==> src/sv/cpt_mul.sv <==
// ----------------------------------------------------------------------------
// cpt_mul: two-stage signed multiplier
// Splits both operands into segments, registers the partial products,
// then sums them into the registered full product.
// ----------------------------------------------------------------------------
module cpt_mul #(
    parameter int AW = 25,
    parameter int BW = 25,
    parameter int NA = 1,
    parameter int NB = 1
) (
    input  logic                    clk,
    input  logic                    en,
    input  logic signed [AW-1:0]    a,
    input  logic signed [BW-1:0]    b,
    output logic signed [AW+BW-1:0] p
);

    localparam int SA = (AW + NA - 1) / NA;
    localparam int SB = (BW + NB - 1) / NB;
    localparam int AX = SA * NA;
    localparam int BX = SB * NB;
    localparam int PW = AW + BW;

    logic signed [AX-1:0]      a_ext;
    logic signed [BX-1:0]      b_ext;
    logic signed [SA:0]        a_pc [NA];
    logic signed [SB:0]        b_pc [NB];
    logic signed [SA+SB+1:0]   pp_reg [NA][NB];
    logic signed [PW-1:0]      acc;
    logic signed [PW-1:0]      p_reg;

    assign a_ext = AX'(a);
    assign b_ext = BX'(b);

    // low segments are unsigned, the top one carries the sign
    for (genvar i = 0; i < NA; i++)
    begin : g_apc
        if (i == NA - 1)
        begin : g_top
            assign a_pc[i] = $signed({a_ext[AX-1], a_ext[i*SA +: SA]});
        end
        else
        begin : g_low
            assign a_pc[i] = $signed({1'b0, a_ext[i*SA +: SA]});
        end
    end

    for (genvar j = 0; j < NB; j++)
    begin : g_bpc
        if (j == NB - 1)
        begin : g_top
            assign b_pc[j] = $signed({b_ext[BX-1], b_ext[j*SB +: SB]});
        end
        else
        begin : g_low
            assign b_pc[j] = $signed({1'b0, b_ext[j*SB +: SB]});
        end
    end

    always_ff @(posedge clk)
    begin
        if (en)
        begin
            for (int i = 0; i < NA; i++)
            begin
                for (int j = 0; j < NB; j++)
                begin
                    pp_reg[i][j] <= a_pc[i] * b_pc[j];
                end
            end
        end
    end

    always_comb
    begin
        acc = '0;
        for (int i = 0; i < NA; i++)
        begin
            for (int j = 0; j < NB; j++)
            begin
                acc = acc + (PW'(pp_reg[i][j]) <<< (SA * i + SB * j));
            end
        end
    end

    always_ff @(posedge clk)
    begin
        if (en)
        begin
            p_reg <= acc;
        end
    end

    assign p = p_reg;

endmodule

==> config.mk <==
export PLATFORM = sky130hd
export DESIGN_NAME = cpt_mul
export DESIGN_NICKNAME = d
export VERILOG_FILES = /design/src/sv/cpt_mul.sv
export SDC_FILE = /design/constraint.sdc
export NUM_CORES = 2
export LEC_CHECK = 0
export ABC_AREA = 1
export BUFFER_PORTS_ARGS = -buffer_cell sky130_fd_sc_hd__buf_2
export CAP_MARGIN = 10
export CORE_UTILIZATION = 45
export DETAILED_ROUTE_END_ITERATION = 6
export PLACE_DENSITY = 0.72
export SYNTH_ARGS = -nofsm -noshare
export SYNTH_HDL_FRONTEND = slang
export SYNTH_SLANG_ARGS = --single-unit
==> constraint.sdc <==
create_clock -name clk -period 10.7 [get_ports clk]
set_input_delay 2.14 -clock clk [delete_from_list [all_inputs] [get_ports clk]]
set_output_delay 2.14 -clock clk [all_outputs]
set_load 0.01 [all_outputs]
==> metrics.md <==
| Metric | Value |
|---|---|
| Site Rows | a little over 90 |
| Initial antenna violation count | 1 |
| CTS root buf | clkbuf_16 |
| CP endpoint kind | flip-flop |
| Hold path start | pp_reg[0][22] |
| Worst-skew pair later-pin latency | around 0.35 ns |
| Die height | between 200 and 300 um |
| Most Crowded Layer GR | met2 |
| Max Slew Vio Count | 0 |
| Worst-path clk slew | about 0.07 ns |
| Slew HR | between 30% and 40% |
| Mapped cell area | between 0.02 and 0.03 mm2 |
| Setup violations, final | 0 |
| GR Util met2 | 42.5% |
| Fillers | 5886 |
| Total GRT Usage | between 20% and 30% |
| Register bit total from synthesis | 100 |
| WS Path Type | input pin to flip-flop |
| Worst reg2reg path startpoint | pp_reg[0][47] |
| Clock sinks | 100 |
| Register area share after synthesis | between 10% and 20% |
| Min-Delay Path Class | flip-flop to flip-flop |
| Total grt overflow | 0 |
| Final GP Congestion | approximately 1 |
| Critical R2R Capture | p[47] |
| Width of the die | roughly 250 um |
| Layout cells sized above 1 | 4.78% |
| H-Tree Depth | 3 |
| Outcome | finished, final reports clean |
| Minimum clock period | 9.00 ns |
| Drt total wl | 69100 um |
| Ranking of synthesized cells by area | fa_1 (46%), inv_1 (16%), nand2_1 (13%), edfxtp_1 (11%), ha_1 (6.2%) |
| Synth warn | 0 |
| Final ANT Viol Nets | 0 |
| Port Buffers | ~100 |
| TNS Setup | 0 ns |
| Post-layout nets | between 4000 and 5000 |
| Initial Util | 45.7% |
| DR DRC count | 0 |
| R2R setup slack | 9.96 ns |
| Die area | 0.0641 mm2 |
| Routing usage on met3 | 1.89% |
| First-pass GRT wire length | 116000 um |
| # Max-Cap Violations | 0 |
| Post-DR wirelength/cell | 15.9 um |
| Vias in the first global route | ~23000 |
| Area grow syn2layout | 4.69% |
| Setup Skew | about 0.011 ns |
| Critical-path maximum fanout | 25 |
| Hold EP | p[22] |
| GR met1 Demand/Resource | 28.7% |
| Post-synth top area share | 46.4% |
| 1st-iter DRT viols | 1490 |
| Synth area leader | fa_1 |
| Hold Path Stages | 0 |
| Net count after synthesis | 4390 |
| Vias per cell | 4.79 |
| R2R depth | 0 |
| Period utilization | roughly 84% |
| Postcts setup bufs | 0 |
| Final hold vios | 0 |
| Count of cell types in the netlist | 25 |
| Startpoint types | input pin |
| PostCTS Resize Cnt | 0 |
| Core Area | 0.0621 mm2 |
| DR vias | 20800 |
| CTS tree | built |
| CP arrival | 9.10 ns |
| Tightest Pin Transition | approximately 0.9 ns |
| Fmax achieved | 0.111 GHz |
| Cells after Synth | 3539 |
| Largest net degree at the start of global routing | 70 |
| CTS Hold Buffers Added | 0 |
| Drt pass-1 iters | 6 |
| Avg Inst Size Synth | 8.02 um2 |
| WP data required | 10.80 ns |
| CTS Buffer Depth | 2 |
| IO Count | 102 |
| DP Wirelength | 57200 um |
| Num CTS Buffers | 9 |
| RSZ-0062 raised after global routing | no |
-- through the flow --
step	instances	area [um2]	hold slack [ns]	worst slack (ns)	util (%)
finish	4350	29700	0.419	1.70	47.9
global route	4349	29700	0.427	1.31	47.9
CTS	4348	29700	0.421	1.75	47.9
detailed placement	4332	29400	0.405	1.41	47.4
global placement	4332	29400	0.401	1.59	47.4
floorplan	3539	28400	0.400	2.19	-
-- Yosys cell counts --
master and n:
inv_1 1189, nand2_1 999, fa_1 658, clkbuf_1 148, ha_1 141, edfxtp_1 100
nor2_1 88, nand3_1 52, a21oi_1 43, xor2_1 21, nand4_1 14, nor2_2 13
xnor2_1 11, nand2_2 9, inv_2 8, nor3_1 7, o21ai_0 7, or2_2 7
nor3_2 6, o21bai_1 6, nand3b_1 4, nor2_4 4, nand3_2 2, a21o_1 1
buf_1 1
-- area by class of cell --
class                      instances  area [um2]  area share, %
clock inverter                     6        71.3          0.240
clock buffer                      10         229          0.771
sequential                       100        3000           10.1
antenna                            2        5.00         0.0168
inverter                        1197        4490           15.1
multi-input combinational       2093       20300           68.4
tap                              837        1050           3.53
timing repair buffer             105         538           1.81
-- kinds of logic (layout without fill, tap and decap cells) --
logic type,after synthesis,count (layout),share of synthesized area [%]
AO/OA/AOI/OAI,57,57,1.07
XOR/XNOR,32,32,0.988
adder cells (fa/ha/maj),799,799,52.6
buffers and inverters,1346,1318,17.8
flip-flops,100,100,10.6
other,0,2,0
AND/OR/NAND/NOR,1205,1205,16.9
-- worst max-delay path by stage --
stage / cells after the start / start / to / slack [ns]
floorplan: 25 / a[24] / pp_reg[0][47] / 2.19
global route: 24 / a[24] / pp_reg[0][40] / 1.31
detailed placement: 22 / a[24] / pp_reg[0][40] / 1.41
finish: 24 / a[24] / pp_reg[0][40] / 1.70
CTS: 22 / a[24] / pp_reg[0][40] / 1.75
global placement: 24 / b[1] / pp_reg[0][47] / 1.59
-- layout by cell type, fill, tap and decap left out, types with 6 or more instances in the layout --
cell type | Yosys | layout
nand4_1 | 14 | 14
nand2_2 | 9 | 9
buf_2 | 0 | 100
clkbuf_16 | 0 | 9
o21bai_1 | 6 | 6
xor2_1 | 21 | 21
nor2_1 | 88 | 88
nor2_2 | 13 | 13
or2_2 | 7 | 7
nand3_1 | 52 | 52
inv_2 | 8 | 8
edfxtp_1 | 100 | 100
nor3_2 | 6 | 6
xnor2_1 | 11 | 11
ha_1 | 141 | 141
nor3_1 | 7 | 7
nand2_1 | 999 | 999
a21oi_1 | 43 | 43
inv_1 | 1189 | 1189
fa_1 | 658 | 658
o21ai_0 | 7 | 7
-- worst max-delay path, cell delays in order --
cell and delay, ns:
buf_2 0.26, nand2_1 0.18, inv_1 0.10, fa_1 0.68, inv_1 0.14, fa_1 0.82
inv_1 0.19, fa_1 0.89, inv_1 0.19, fa_1 0.42, inv_1 0.09, fa_1 0.41
fa_1 0.54, inv_1 0.05, fa_1 0.47, inv_1 0.04, ha_1 0.41, nand2_1 0.15
nor2_1 0.22, nand2_1 0.11, nor3_1 0.20, nand3_1 0.16, nand4_1 0.14, nand2_1 0.06
-- metal layers --
| metal | vias to the layer above | share of wire (%) |
|---|---|---|
| li1 | 9637 | - |
| met1 | 10400 | 39 |
| met2 | 691 | 51 |
| met3 | 157 | 5.5 |
| met4 | 0 | 4.5 |
| met5 | - | 0 |
Power is not shown: default switching activity piles up to over one toggle a cycle in this logic, so the estimate is an artifact.
