--- src/sv/cpt_delay.sv ---
// ----------------------------------------------------------------------------
// cpt_delay: enabled register chain
// Keeps side data aligned with the arithmetic pipeline.
// ----------------------------------------------------------------------------
module cpt_delay #(
    parameter int W     = 8,
    parameter int DEPTH = 2
) (
    input  logic         clk,
    input  logic         en,
    input  logic [W-1:0] d,
    output logic [W-1:0] q
);

    logic [W-1:0] pipe_reg [DEPTH];

    always_ff @(posedge clk)
    begin
        if (en)
        begin
            pipe_reg[0] <= d;
            for (int i = 1; i < DEPTH; i++)
            begin
                pipe_reg[i] <= pipe_reg[i-1];
            end
        end
    end

    assign q = pipe_reg[DEPTH-1];

endmodule

--- config.mk ---
export PLATFORM = sky130hd
export DESIGN_NAME = cpt_delay
export DESIGN_NICKNAME = d
export VERILOG_FILES = /design/src/sv/cpt_delay.sv
export SDC_FILE = /design/constraint.sdc
export NUM_CORES = 1
export LEC_CHECK = 0
export BUFFER_PORTS_ARGS = -buffer_cell sky130_fd_sc_hd__buf_2
export CORE_UTILIZATION = 40
export DETAILED_ROUTE_END_ITERATION = 10
export GPL_TIMING_DRIVEN = 0
export PLACE_DENSITY = 0.66
export RECOVER_POWER = 50
export SYNTH_ARGS = -nofsm -noshare
export SYNTH_HDL_FRONTEND = slang
export SYNTH_SLANG_ARGS = --single-unit
export TNS_END_PERCENT = 20
--- constraint.sdc ---
create_clock -name clk -period 0.9 [get_ports clk]
set_input_delay 0.09 -clock clk [delete_from_list [all_inputs] [get_ports clk]]
set_output_delay 0.09 -clock clk [all_outputs]
set_load 0.005 [all_outputs]
==> impl_results.md, run 1 <==
- Max-Cap Viols: 0
- Leakage: 0.2917 nW
- IO Pins: 18
- Worst setup EP type: output port
- Share of cells above drive strength 1: 0.4898
- Antenna violations before repair: 0
- Crit share post-route: 1.080
- Cell chain of the critical path: buf_4 -> buf_2
- Largest net degree at the start of global routing: 17
- H-tree Lvls: 1
- Unrepaired setup endpoints after global routing: true
- Post-Synthesis Cells: 24
- Register area share after synthesis: 0.8889
- Fillers: 97
- Fmax: about 1000 MHz
- CTS root buf: clkbuf_4
- Crit path max-delay family: flip-flops
- Net switching power: 232.4 uW
- Cell Area, Placed: 643.1 um^2
- Slowest stage cell, crit path: edfxtp_1
- Final Util: 0.6065
- Worst r2r src: pipe_reg[0][4]$_DFFE_PP_
- Clock share of power: 0.260
- Clk slew on worst S/H paths: 0.08 ns
- Area delta synth->final: 33.10%
- Power Density: 1861 nW/um^2
- Hold Worst Slack: just under 0.3 ns
- GPL Wtd Cong: 0.6291
- Int Pwr: 1.106 mW
- Worst-path fanout max: 1
- Site Rows: 12
- Worst Max-Slew Pin Slew: 0.3529 ns
- WP data arrival: around 0.88 ns
- CTS Buffer Depth: 2
- Max IR drop VDD: between 1 and 1.5 mV
- DR pass1 iterations: 2
- Hold path startpoint: en
- Switching Fraction: 0.1736
- DRC Markers: 0
- Worst Setup Start Kind: register
- Wire length of the first global-routing pass: 966 um
- Crit path required time: 0.81 ns
- Multi-input logic area: 0 um^2
- FF+latch count, synth: 16
- Initial DRC count: 3
- Syn Nets: 34
- Relative slew slack: 0.7647
- DIE HEIGHT: 38.76 um
- CTS sink cnt: 16
- Crit Path Class: register to output port
- CP bufs+invs: 2
- Period minus WS final: a little under 1 ns
- Crit path from: pipe_reg[0][11]$_DFFE_PP_
- CTS resizes: 0
- Status: finished with violations
- Hold Path Class: primary input to register
- Antenna diode count: 0
- Final Hold Vio Count: 0
- Routed WL: 615 um
- Max reg flops: 16
- Seq pwr share: 0.667
- Via Count: approximately 260
- Unique cell type count in the Yosys netlist: 2
- Final Setup Violations: 4
- Most frequent cells in the layout: buf_2, edfxtp_1, dlygate4sd3_1
- Clk_lat worst skew: 0.27 ns
- Power share of the combinational group: 0.073
- Area of the die: 1502 um^2
- Final Skew: 0.0006328 ns
- Core Footprint: 1186 um^2
- CTS tree: built
- Failing checks: negative setup slack
- Slew Viols, Final: 0
- Final #Nets: 60
- Gr usage total: 0.1086
- Yosys synthesis warning count: 0
- Final setup margin: -0.07215 ns
- Fin area: between 700 and 800 um^2
- Routed len/inst: 9.762 um
- Initial Utilization: 0.4557
- Dpl ws: between 0.15 and 0.2 ns
- Synthesized area: approximately 540 um^2
- Vias in the first global route: between 200 and 300
- CP max stage delay: about 0.37 ns
- Vias per cell: 4.111
- Post-CTS setup buffers: 0
- Port Buf Inserts: 17
- Multi-input logic cell count: 0
- Die width: around 39 um
- CTS buffer count: 3
- Remaining antenna violation count: 0
- Total grt overflow: 0
- Syn Area/Cell: 22.52 um^2
## per-layer routing
layer	global-route usage	vias to the layer above	routed length (um)
li1	-	131	-
met1	0.08730	111	209
met2	0.1958	15	352
met3	0.01734	2	34
met4	0.1293	0	19
met5	0	-	0
## stage by stage
step | instances | setup TNS (ns) | total power [mW]
2_1_floorplan | 24 | 0 | 0.9440
3_5_place_dp | 55 | 0 | 0.9985
5_1_grt | 63 | -0.4665 | 1.397
4_1_cts | 66 | -0.5951 | 1.369
3_3_place_gp | 55 | 0 | 0.9920
6_report | 63 | -0.2697 | 1.339
## path summary, 6_finish.rpt
path	cells after the start	slack (ns)	to
min	1	0.29	pipe_reg[0][0]$_DFFE_PP_
min reg2reg	0	0.42	pipe_reg[0][9]$_DFFE_PP_
max reg2reg	0	0.28	pipe_reg[0][12]$_DFFE_PP_
max	2	-0.07	q[3]
## synth_stat cells
cell type | number | area share
edfxtp_1 | 16 | 0.89
buf_4 | 8 | 0.11
## kinds of logic after synthesis
logic type / synth area share
buf+inv: 0.1111
flops: 0.8889
## power by group through the flow
stage	Combinational (mW)	Clock (mW)	Sequential (mW)
floorplan	0.0354	0	0.909
global placement	0.0836	0	0.908
detailed placement	0.0861	0	0.912
CTS	0.109	0.365	0.895
global route	0.109	0.390	0.899
finish	0.0972	0.348	0.894
## layout make-up
type / instances / area [um^2] / share of cell area
well taps: 14 / 17.52 / 0.02435
clock buffers: 3 / 22.52 / 0.03130
flip-flops and latches: 16 / 480.5 / 0.6678
repair buffers: 25 / 165.2 / 0.2296
plain buffers: 4 / 30.03 / 0.04174
clock inverters: 1 / 3.754 / 0.005217
## what timing repair did
| action | CTS | global route |
|---|---|---|
| hold buffers | 8 | 0 |
| hold endpoints to repair | 8 | 0 |
| endpoints found under the setup margin | 8 | 7 |
(Power assumes the default switching activity.)
==> inputs of run 2 (changes only) <==
==> constraint.sdc (replaced) <==
create_clock -name clk -period 0.9 [get_ports clk]
set_input_delay 0.045 -clock clk [delete_from_list [all_inputs] [get_ports clk]]
set_output_delay 0.045 -clock clk [all_outputs]
set_load 0.005 [all_outputs]
==> run 2 against run 1 <==
The run still ends with negative setup slack left. Register-to-register slack is essentially flat. Flip-flop and latch count is the same. Design area grew 2.1%. Fmax grew 3.9%. Critical endpoint is now q[2]. Largest cell class unchanged. Largest power group unchanged.
==> impl_results.md, run 2 (synthesis results as in run 1) <==
- Int Pwr: 1.113 mW
- Switching Fraction: 0.1735
- Met2 usage in global routing: 0.1958
- Unrepaired setup endpoints after global routing: true
- Worst Setup Start Kind: register
- Crit path required time: 0.85 ns
- Total grt overflow: 0
- Initial Utilization: 0.4557
- Seq pwr share: 0.664
- Multi-input logic cell count: 0
- Via Count: 266
- Max IR drop VDD: 1.206 mV
- Multi-input logic area: 0 um^2
- CTS tree: built
- Met3 Use GR: 0.01734
- DR pass1 iterations: 2
- Gr usage total: 0.1086
- Final #Nets: 62
- Worst setup EP type: output port
- Power share of the combinational group: 0.078
- CTS Buffer Depth: 2
- Routed len/inst: between 9 and 10 um
- Final Setup Violations: 6
- Final Util: 0.6192
- Final Non-Filler Cells: 65
- Die width: approximately 39 um
- Worst Max-Slew Pin Slew: 0.3529 ns
- Crit Path Class: register to output port
- Fillers: 95
- Leakage: 0.3013 nW
- Clk_lat worst skew: 0.27 ns
- Relative slew slack: 0.7647
- Hold Worst Slack: 0.2484 ns
- Most frequent cells in the layout: buf_2, edfxtp_1, dlygate4sd3_1
- Slew Viols, Final: 0
- Final Hold Vio Count: 0
- Max reg flops: 16
- H-tree Lvls: 1
- Site Rows: 12
- Wire length of the first global-routing pass: just under 1000 um
- Cell Area, Placed: 643.1 um^2
- Failing checks: negative setup slack
- Top Usage Layer GRT: met2
- CTS buffer count: 3
- Routed WL: 626 um
- Final setup margin: -0.03533 ns
- DRC Markers: 0
- Clk slew on worst S/H paths: 0.08 ns
- Vias per cell: 4.092
- Clock share of power: 0.258
- Antenna diode count: 0
- CTS sink cnt: 16
- Period minus WS final: 0.9353 ns
- Worst R2R Setup Slack: 0.28 ns
- Vias in the first global route: 255
- Antenna violations before repair: 0
- Share of cells above drive strength 1: 0.5098
- CTS resizes: 0
- Power Density: 1834 nW/um^2
- Initial DRC count: 3
- Fmax: 1069 MHz
- Post-CTS setup buffers: 0
- DIE HEIGHT: 38.76 um
- Remaining antenna violation count: 0
- Inst Count DP: 55
- Status: finished with violations
- Area delta synth->final: 35.88%
- Core Footprint: roughly 1200 um^2
- IO Pins: 18
- Final Skew: 0.0008043 ns
- Worst-path fanout max: 1
- Dpl ws: about 0.22 ns
- Hold Path Class: primary input to register
- Net switching power: 233.6 uW
- Max-Cap Viols: 0
- Setup TNS: -0.1505 ns
- Largest net degree at the start of global routing: 17
- WP data arrival: around 0.89 ns
- Area of the die: 1502 um^2
- M1 GR Usage: 0.08730
- Fin area: 734.5 um^2
- Design Power: 1.347 mW
- Port Buf Inserts: 17
- CTS root buf: clkbuf_4
- GPL Wtd Cong: 0.6291
- Crit share post-route: 1.039
[run 2: cell count changes in the layout (fill, tap and decap cells not counted), sizes merged]
cell and change:
buf +2
[run 2: layer usage]
layer | share of wire | up-vias
met3 | 0.054 | 2
met5 | 0 | -
met4 | 0.030 | 0
met2 | 0.58 | 15
li1 | - | 135
met1 | 0.34 | 114
[run 2: worst paths after layout]
| check | to | cells past startpoint | startpoint |
|---|---|---|---|
| hold reg to reg | pipe_reg[0][9]$_DFFE_PP_ | 0 | pipe_reg[0][1]$_DFFE_PP_ |
| setup / recovery | q[2] | 2 | pipe_reg[0][10]$_DFFE_PP_ |
| setup reg to reg | pipe_reg[0][12]$_DFFE_PP_ | 0 | pipe_reg[0][4]$_DFFE_PP_ |
| hold / removal | pipe_reg[0][0]$_DFFE_PP_ | 1 | en |
[run 2: worst max-delay path, stage by stage, from the launching register on]
cell and delay [ns]:
edfxtp_1 0.37, buf_4 0.14, buf_2 0.11
[run 2: final cells by class]
cell class            instances  area [um^2]  share of cell area
buffer                        6        45.04             0.06133
clock buffer                  3        22.52             0.03066
clock inverter                1        3.754            0.005111
sequential                   16        480.5              0.6542
tap                          14        17.52             0.02385
timing repair buffer         25        165.2              0.2249
[run 2: repair_timing]
item                                    4_1_cts  5_1_grt
pin swaps                                     0        0
endpoints found under the setup margin        8        7
hold buffers                                  8        0
hold endpoints to repair                      8        0
[run 2: power groups by stage]
stage / clock [mW] / combinational (mW) / sequential [mW]
after global placement: 0 / 0.0836 / 0.908
after global routing: 0.390 / 0.117 / 0.899
final: 0.348 / 0.105 / 0.894
after CTS: 0.365 / 0.109 / 0.895
after detailed placement: 0 / 0.0861 / 0.912
after floorplan: 0 / 0.0354 / 0.909
